<file path="config.mk">
export PLATFORM = sky130hd
export DESIGN_NAME = ech_fifo
export DESIGN_NICKNAME = d
export VERILOG_FILES = /design/src/rtl/ech_fifo.sv
export SDC_FILE = /design/constraint.sdc
export NUM_CORES = 1
export LEC_CHECK = 0
export BUFFER_PORTS_ARGS = -buffer_cell sky130_fd_sc_hd__buf_2
export CAP_MARGIN = 20
export CORE_ASPECT_RATIO = 1.75
export CORE_MARGIN = 2
export CORE_UTILIZATION = 25
export CTS_CLUSTER_SIZE = 10
export DETAILED_ROUTE_END_ITERATION = 10
export GPL_ROUTABILITY_DRIVEN = 0
export GPL_TIMING_DRIVEN = 0
export SETUP_SLACK_MARGIN = 0.2
export SYNTH_ARGS = -nofsm -noshare
export SYNTH_HDL_FRONTEND = slang
export SYNTH_SLANG_ARGS = --single-unit
</file>
<file path="constraint.sdc">
create_clock -name clk -period 1.45 [get_ports clk]
set_input_delay 0.145 -clock clk [delete_from_list [all_inputs] [get_ports clk]]
set_output_delay 0.145 -clock clk [all_outputs]
set_load 0.1 [all_outputs]
</file>
<file path="src/rtl/ech_fifo.sv">
// ---------------------------------------------------------------------------
// ech_fifo
// Two-entry queue used between front and back end and on the result side.
// ---------------------------------------------------------------------------
module ech_fifo #(
    parameter type word_t = logic [7:0]
) (
    input  logic  clk,
    input  logic  rst_n,
    input  logic  push,
    input  word_t wr_data,
    output logic  full,
    input  logic  pop,
    output word_t rd_data,
    output logic  empty
);

    word_t       mem [2];
    logic        wr_ptr_reg, wr_ptr_next;
    logic        rd_ptr_reg, rd_ptr_next;
    logic [1:0]  cnt_reg, cnt_next;
    logic        do_push, do_pop;

    assign full    = (cnt_reg == 2'd2);
    assign empty   = (cnt_reg == 2'd0);
    assign do_push = push && !full;
    assign do_pop  = pop && !empty;
    assign rd_data = mem[rd_ptr_reg];

    always_comb
    begin
        wr_ptr_next = wr_ptr_reg ^ do_push;
        rd_ptr_next = rd_ptr_reg ^ do_pop;
        cnt_next    = cnt_reg + {1'b0, do_push} - {1'b0, do_pop};
    end

    always_ff @(posedge clk or negedge rst_n)
    begin
        if (!rst_n)
        begin
            wr_ptr_reg <= 1'b0;
            rd_ptr_reg <= 1'b0;
            cnt_reg    <= 2'd0;
        end
        else
        begin
            wr_ptr_reg <= wr_ptr_next;
            rd_ptr_reg <= rd_ptr_next;
            cnt_reg    <= cnt_next;
        end
    end

    always_ff @(posedge clk)
    begin
        if (do_push)
        begin
            mem[wr_ptr_reg] <= wr_data;
        end
    end

endmodule

</file>
==> out/summary.txt <==
Status -> finished with violations
Violated checks -> negative setup slack
Max stage delay on crit path -> 0.43 ns
Synth Cell Area -> 840 um^2
Initial antenna violation count -> 0
Pre-CTS WS -> -0.0839 ns
Worst setup path category -> flop to flop
Worst-margin pin slew -> 0.176 ns
Unrepaired setup endpoints after global routing -> yes
Avg Vias per Cell -> 3.86
CTS Buf Count -> 3
Fin. Hold Viols -> 0
Fmax -> 666 MHz
Initial DRC Count -> 2
Core area -> 3180 um^2
Slew Viols, Final -> 0
Post-synthesis net count -> 61
Diode count -> 0
Tmin final -> 1.50 ns
Post-synthesis register bit count -> 20
Die height -> 80.7 um
Die W -> 47.8 um
Worst setup margin -> -0.0508 ns
Die area -> 3860 um^2
Delay-heaviest family, CP -> flip-flops
H-tree levels -> 1
First-pass GRT wire length -> 2330 um
Multi-input gate area -> 308 um^2
CTS tree -> done
CP most frequent cell -> ha_4
Max-slew headroom -> 88.3%
Dpl cell area -> 1030 um^2
Number of flops mapped to enable cells by yosys -> 16
Syn avg cell area -> 18.7 um^2
GRT Util Overall -> 8.86%
Design Area, Final -> 1340 um^2
Max-cap check violation count -> 0
Cell row count -> 27
CP endpoint kind -> flop
Top cell type's share of synthesized area -> 57.2%
Pin count of the biggest net entering global routing -> 12
GR Overflow Total -> 0
CTS root buffer -> clkbuf_8
Synth cell count leaders -> edfxtp_1 (16), mux2_4 (8), dfrtp_1 (4), ha_1 (4), inv_1 (4)
Drc violations -> 0
Total number of vias -> 467
Fillers -> 307
1st-pass router iterations -> 4
Worst-path clk slew -> 0.07 ns
Port Buffers -> 21
CP Max Fanout -> 3
Most used DFF post-synth -> edfxtp_1
Nets -> 95
CP required -> 1.59 ns
Final ANT Viol Nets -> 0
Crit path max-delay cell type -> dfrtp_1
Number of flip-flops in the largest register -> 16
Synth warn -> 0
Ranking of synthesized cells by area -> edfxtp_1 (57%), mux2_4 (14%), dfrtp_1 (12%)
Seq/Total Area, Yosys -> 69.2%
Final Core Density -> 42.0%
Post-Layout Cell Count -> 121
Largest area contributor in the netlist -> edfxtp_1
Final period utilization -> 104%
Final WL -> 1450 um
I/O pin count -> 22
Most common cell in the netlist -> edfxtp_1
Fin Clk Skew -> 0.00256 ns
CP Launch Type -> flop
Post-detail-place hpwl -> 1030 um
Worst path bufs/invs -> 1
CTS Buffer Depth -> 2
Initial core utilization -> 26.4%
Share of layout cells above drive strength 1 -> 66.7%
Worst-Skew Late Latency -> 0.25 ns
Vias in the first global route -> 537
CTS Sinks -> 20
P&R area growth vs syn -> 59.0%
Synth cell types -> 13
Mapped Cells -> 45
Hold Crit Class -> input port to flop
CP Cell Sequence -> o21a_2, ha_4, inv_2, ha_4, xnor2_2, xnor2_1
Register area -> 581 um^2
Post-synth ARST share -> 20.0%
Placed insts -> 109
Routed length per placed instance -> 12.0 um
Final setup viols -> 1
Worst Path Arrival -> 1.64 ns
## metal layers
layer / global-route usage, % / up-vias / share of wire, %
met4: 4.86 / 0 / 1.2
met5: 0 / - / 0
met1: 8.65 / 228 / 32
li1: - / 224 / -
met3: 1.57 / 2 / 5.0
met2: 16.0 / 13 / 62
## worst paths after layout
kind	depth (start not counted)	slack, ns	startpoint	end
worst max register to register	6	-0.05	cnt_reg[1]	cnt_reg[1]
min in group asynchronous	2	0.22	rst_n	wr_ptr_reg
worst max-delay path	6	-0.05	cnt_reg[1]	cnt_reg[1]
max in group asynchronous	2	1.11	rst_n	rd_ptr_reg
worst min register to register	2	0.68	cnt_reg[0]	cnt_reg[0]
worst min-delay path	1	0.08	wr_data[1]	mem[1][1]
## repair_timing
action,4_1_cts,5_1_grt
hold buffers,1,0
cloned,1,0
buffers inserted,5,1
gates resized for setup,46,4
endpoints found under the setup margin,28,28
hold endpoints to repair,4,0
pin swaps,5,3
## kinds of logic (layout without fill, tap and decap cells)
group | Yosys count | after routing | share of synthesized area, %
flops | 20 | 20 | 69.2
fa+ha+maj | 4 | 4 | 5.96
compound gates | 1 | 1 | 1.04
xor+xnor | 3 | 3 | 4.02
simple gates | 4 | 4 | 2.38
mux | 8 | 8 | 14.3
buf+inv | 5 | 38 | 3.13
## cell usage in the layout, fill, tap and decap left out
master          n
ha_4            4
buf_4           6
and2_4          1
xnor2_1         1
buf_2          11
nand2_1         1
o21a_2          1
dlygate4sd3_1   1
xor2_2          1
buf_12         10
nor2_4          1
dfrtp_1         4
inv_1           2
mux2_4          8
inv_2           2
buf_6           2
clkbuf_8        3
nand2b_4        1
edfxtp_1       16
xnor2_2         1
clkbuf_1        1
## through the flow
stage	TNS [ns]	hold WS (ns)
after global routing	-0.125	0.0781
after detailed placement	-0.0839	-0.0410
final	-0.0508	0.0801
after global placement	-0.0363	-0.0412
after floorplan	-0.00904	-0.151
after CTS	-0.0461	0.0785
## worst register-to-register path, stage by stage (launching register included)
cell and delay [ns]:
dfrtp_1 0.43, o21a_2 0.25, ha_4 0.26, inv_2 0.04, ha_4 0.16, xnor2_2 0.13, xnor2_1 0.13
## area by class of cell
| cell class | count | area share [%] |
|---|---|---|
| inverter | 4 | 1.12 |
| tap | 43 | 4.03 |
| buffer | 1 | 0.843 |
| sequential | 20 | 43.5 |
| multi-input combinational | 20 | 23.1 |
| clock buffer | 4 | 3.37 |
| timing repair buffer | 29 | 24.1 |
Power is not shown: default switching activity piles up to over one toggle a cycle in this logic, so the estimate is an artifact.
