File: config.mk
export PLATFORM = sky130hd
export DESIGN_NAME = ech_front
export DESIGN_NICKNAME = d
export VERILOG_FILES = /design/src/rtl/ech_pkg.sv /design/src/rtl/ech_front.sv
export SDC_FILE = /design/constraint.sdc
export NUM_CORES = 1
export LEC_CHECK = 0
export BUFFER_PORTS_ARGS = -buffer_cell sky130_fd_sc_hd__buf_2
export CAP_MARGIN = 10
export CORE_MARGIN = 2
export CORE_UTILIZATION = 32
export CTS_CLUSTER_SIZE = 24
export DETAILED_ROUTE_END_ITERATION = 10
export GPL_ROUTABILITY_DRIVEN = 0
export SLEW_MARGIN = 40
export SYNTH_ARGS = -nofsm -noshare
export SYNTH_HDL_FRONTEND = slang
export SYNTH_SLANG_ARGS = --single-unit
File: constraint.sdc
create_clock -name clk -period 2.6 [get_ports clk]
set_input_delay 0.39 -clock clk [delete_from_list [all_inputs] [get_ports clk]]
set_output_delay 0.39 -clock clk [all_outputs]
set_load 0.01 [all_outputs]
File: src/rtl/ech_pkg.sv
// ---------------------------------------------------------------------------
// ech_pkg
// Types and constants shared by the event counter / histogram store.
// ---------------------------------------------------------------------------
package ech_pkg;

    localparam int DATA_W     = 64;
    localparam int NUM_BOUNDS = 6;
    localparam int MASK_W     = 32;

    // configuration register indexes
    localparam logic [2:0] CFG_BUCKET_COUNT = 3'd0;
    localparam logic [2:0] CFG_HIST_MASK    = 3'd1;
    localparam logic [2:0] CFG_BOUND_0      = 3'd2;

    // lanes of one slot row in the back-end memory
    localparam int LANE_COUNTER = 0;
    localparam int LANE_GAUGE   = 1;
    localparam int LANE_SUM     = 2;
    localparam int LANE_BKT0    = 3;

    typedef enum logic [1:0] {
        REQ_ADD  = 2'd0,
        REQ_SET  = 2'd1,
        REQ_OBS  = 2'd2,
        REQ_READ = 2'd3
    } req_op_t;

    typedef struct packed {
        req_op_t             req_type;
        logic [7:0]          slot;
        logic [DATA_W-1:0]   amount;
        logic [2:0]          bucket_sel;
    } in_word_t;

    typedef struct packed {
        logic [DATA_W-1:0]   counter_value;
        logic [DATA_W-1:0]   gauge_value;
        logic [DATA_W-1:0]   hist_sum;
        logic [DATA_W-1:0]   bucket_hits;
    } out_word_t;

    // classified command: lane is the bucket to bump (observe) or to return (read)
    typedef struct packed {
        req_op_t             op;
        logic [7:0]          slot;
        logic [DATA_W-1:0]   amount;
        logic [2:0]          lane;
    } cmd_t;

    typedef enum logic [1:0] {
        BK_CLEAR,
        BK_IDLE,
        BK_EXEC
    } back_state_t;

endpackage

File: src/rtl/ech_front.sv
// ---------------------------------------------------------------------------
// ech_front
// Holds the configuration registers, drops items that have no effect and
// picks the histogram bucket of each observation.
// ---------------------------------------------------------------------------
module ech_front
    import ech_pkg::*;
#(
    parameter int SLOT_COUNT  = 32,
    parameter int MAX_BUCKETS = 6
) (
    input  logic              clk,
    input  logic              rst_n,
    input  logic              cfg_we,
    input  logic [2:0]        cfg_index,
    input  logic [DATA_W-1:0] cfg_data,
    input  logic              accept,
    input  in_word_t          req,
    output logic              cmd_push,
    output cmd_t              cmd
);

    logic [2:0]        bucket_count_reg;
    logic [MASK_W-1:0] hist_mask_reg;
    logic [DATA_W-1:0] bound_reg [NUM_BOUNDS];

    logic [2:0]        used_bounds;
    logic [2:0]        bkt;
    logic              in_range;
    logic              observes;

    always_ff @(posedge clk or negedge rst_n)
    begin
        if (!rst_n)
        begin
            bucket_count_reg <= 3'd0;
            hist_mask_reg    <= '0;
            for (int i = 0; i < NUM_BOUNDS; i++)
            begin
                bound_reg[i] <= '0;
            end
        end
        else if (cfg_we)
        begin
            unique case (cfg_index)
                CFG_BUCKET_COUNT: bucket_count_reg <= cfg_data[2:0];
                CFG_HIST_MASK:    hist_mask_reg    <= cfg_data[MASK_W-1:0];
                default:          bound_reg[3'(cfg_index - CFG_BOUND_0)] <= cfg_data;
            endcase
        end
    end

    always_comb
    begin
        used_bounds = (bucket_count_reg > 3'(MAX_BUCKETS)) ? 3'(MAX_BUCKETS)
                                                           : bucket_count_reg;
        // walk down so the lowest-indexed matching bound wins
        bkt = used_bounds;
        for (int i = MAX_BUCKETS - 1; i >= 0; i--)
        begin
            if ((3'(i) < used_bounds) && (bound_reg[i] >= req.amount))
            begin
                bkt = 3'(i);
            end
        end
    end

    assign in_range = ({1'b0, req.slot} < 9'(SLOT_COUNT));
    assign observes = (req.slot < 8'(MASK_W)) && hist_mask_reg[req.slot[4:0]];

    always_comb
    begin
        cmd.op     = req.req_type;
        cmd.slot   = req.slot;
        cmd.amount = req.amount;
        cmd.lane   = (req.req_type == REQ_OBS) ? bkt : req.bucket_sel;
        cmd_push   = accept && in_range && !((req.req_type == REQ_OBS) && !observes);
    end

endmodule

==> results.md <==
* CTS root buffer: clkbuf_16
* Register-to-Register Path Depth at 2
* M3 GR Usage at 3.29%
* Crit path max-delay family: compound AO/OA/AOI/OAI gates
* Clk Latency, worst-skew pair at 0.58 ns
* Clock-pin slew on the worst setup and hold paths at 0.06 ns
* Initial drt markers at 777
* Layout area overhead at 23.5%
* Port Buffer Count at 225
* Die ar. at 0.0801 sq mm
* DP Cell Count at 3450
* Worst Tran Pin Value at 0.693 ns
* Vias in the first global route at 19.2k
* Clk buf depth at 3
* Critical path endpoint category: output port
* P_leak at 14.6 nW
* Die Y at 283 um
* # clock sinks at 419
* CP required at 2.21 ns
* GRT overflow at 0
* Synth async-reset ratio at 100%
* GR Layer Usage met1 at 22.8%
* Ys flop type: dfrtp_1
* Max Fclk at 264 MHz
* Final #Nets at 2994
* Routed vias at 17.9k
* WHS at 0.115 ns
* Reg2Reg Capture Point: bucket_count_reg[2]
* Sequential share of the synthesized area at 42.1%
* Crit Path Class: reg2out
* Place WS at -1.10 ns
* Largest cells by area after synthesis: dfrtp_1, ha_1, mux2_2, a21oi_1, buf_4
* Setup_tns at -3.93 ns
* DRT antenna net count at 0
* Largest net degree at the start of global routing at 85
* Final min period at 3.79 ns
* Max-slew violations at 0
* Buf/Inv on CP at 2
* Number of synthesized flops with an enable pin at 0
* R2R Path Start: bucket_count_reg[2]
* Area share of the largest cell type after synthesis at 42.1%
* Routed length per placed instance at 20.1 um
* Ratio of final minimum period to clock period at 146%
* Dpl hpwl at 54100 um
* Flops & latches, synth at 419
* Worst Path Arrival at 3.40 ns
* Final cell count without fillers at 3541
* Worst Hold End: bound_reg[98]
* Global Route Usage Sum at 17.7%
* Yosys warnings at 0
* Share of cells above drive strength 1 at 41.1%
* Netlist cell types at 66
* First-pass GRT wire length at 111000 um
* Fillers at 7297
* Slowest CP cell: dfrtp_1
* Worst setup margin at -1.19 ns
* Slowest stage delay, CP at 0.39 ns
* Post-Syn Instances at 2055
* Max FFs per register at 384
* FF-to-FF setup slack at 1.67 ns
* Via density per instance at 5.06
* Max_cap viols at 0
* Post-Route WL at 71000 um
* Core area at 0.0772 sq mm
* Crit-path max FO at 2
* Rows at 102
* Status: finished, violations left
* Overall power at 22.4 mW
* Avg Inst Size Synth at 12.1 sq um
* Post-Syn Area at 0.0249 sq mm
* Initial Util at 32.3%
* Startpoint types: flip-flop
* Unrepaired setup endpoints after global routing: true
* Antenna violations before repair at 11
* CTS tree: built
* Die Width at 283 um
* Hold/Removal Path Class: in2reg
* GR Util met2 at 29.8%
* Final Skew at 0 ns
* # setup viols final at 4
* I/O Pins at 226
* Hold path cells at 2
* Worst hold start: cfg_data[34]
* Relative slew slack at 53.7%
* Failing checks: setup timing
* Most Crowded Layer GR: met2
* CP Cell Sequence: ha_1 > a21oi_1 > o21ai_2 > a221oi_2 > buf_4 > o32a_1 > o221ai_1 > a21oi_2 > nand4bb_1 > a32oi_2 > buf_2
* CTS HTree Levels at 2
* Residual DRC at 0
* Worst IR Drop VDD at 0.000552 V
* Pwr dens at 727 mW/mm^2
* Pre-Repair DR Iteration Count at 5
* Total CTS buffers at 48
* Endpoints failing hold at 0
* Syn_nets at 2587
* Post-synth top area cell: dfrtp_1
worst max path at each step:
stage / start / to / slack (ns) / depth (start not counted)
finish: bound_reg[97] / cmd[1] / -1.19 / 11
global route: bound_reg[339] / cmd[2] / -1.32 / 13
CTS: bound_reg[128] / cmd[2] / -1.31 / 12
detailed placement: req[62] / cmd[0] / -1.10 / 13
global placement: req[16] / cmd[2] / -1.41 / 14
floorplan: req[60] / cmd[2] / -0.13 / 10
cell families after synthesis:
group | after synthesis | share of synthesized area (%)
flops | 419 | 42.1
buf+inv | 201 | 4.20
compound gates | 321 | 8.39
simple gates | 304 | 6.32
fa+ha+maj | 384 | 19.3
mux | 426 | 19.7
where the power goes:
group | switching (mW) | internal (mW)
Clock | 2.79 | 4.07
Sequential | 0.822 | 7.97
Combinational | 3.21 | 3.51
Total | 6.82 | 15.6
repair_timing:
action	4_1_cts	5_1_grt
hold endpoints to repair	48	0
pin swaps	15	10
hold buffers	1	0
gates resized for setup	22	19
setup buffers	0	1
setup endpoints to repair	4	4
metrics by stage:
stage               util, %  area [sq um]
finish                 39.8         30800
CTS                    39.7         30700
detailed placement     37.5         28900
global route           39.8         30800
floorplan                 -         25100
global placement       37.4         28900
cell usage in the layout, fill, tap and decap left out, drive strengths merged, types with 13 or more instances in the layout:
| cell | synthesis | layout |
|---|---|---|
| nor2 | 49 | 49 |
| a211oi | 22 | 22 |
| inv | 77 | 72 |
| nand4 | 50 | 50 |
| clkbuf | 39 | 78 |
| a21oi | 114 | 114 |
| ha | 384 | 384 |
| dfrtp | 419 | 419 |
| mux2 | 416 | 416 |
| nand2 | 87 | 87 |
| o21ai | 63 | 63 |
| and4 | 18 | 18 |
| nand3 | 32 | 32 |
| a221oi | 13 | 13 |
| a21o | 34 | 34 |
| buf | 85 | 480 |
| nor3 | 16 | 16 |
synth_stat cells, types with 4 or more instances:
library cell	instances
dfrtp_1	419
mux2_2	400
ha_1	384
a21oi_1	114
nand2_1	87
inv_1	77
buf_4	74
o21ai_0	53
nand4_1	50
nor2_1	49
clkbuf_1	39
a21o_1	34
nand3_1	32
a211oi_1	21
and4_1	17
mux2_1	16
nor3_1	15
a221oi_1	12
nor4_1	12
buf_2	11
nand2b_1	11
mux4_2	10
nor2b_1	10
o21a_1	10
o21ai_1	9
a2111oi_0	8
o211ai_1	8
a31oi_1	7
o31ai_1	5
and3_1	4
nor3b_1	4
o22ai_1	4
routing by layer:
| metal | vias up | part of all wire, % |
|---|---|---|
| met5 | - | 0.14 |
| li1 | 8437 | - |
| met2 | 345 | 48 |
| met1 | 9003 | 44 |
| met4 | 16 | 3.5 |
| met3 | 126 | 4.5 |
final cells by class:
type	instances	area [sq um]	share of cell area, %
multi-input cells	1435	13800	44.8
flip-flops and latches	419	10500	34.1
clock inverters	9	115	0.374
diodes	2	5.00	0.0163
clock buffers	78	1480	4.80
well taps	1040	1300	4.23
repair buffers	481	3290	10.7
inverters	77	312	1.01
worst reg2reg max path: stages, from the launching register on:
cell	delay, ns
dfrtp_1	0.41
buf_12	0.16
mux2_2	0.25
No activity file was read; power rests on OpenSTA's default activity.
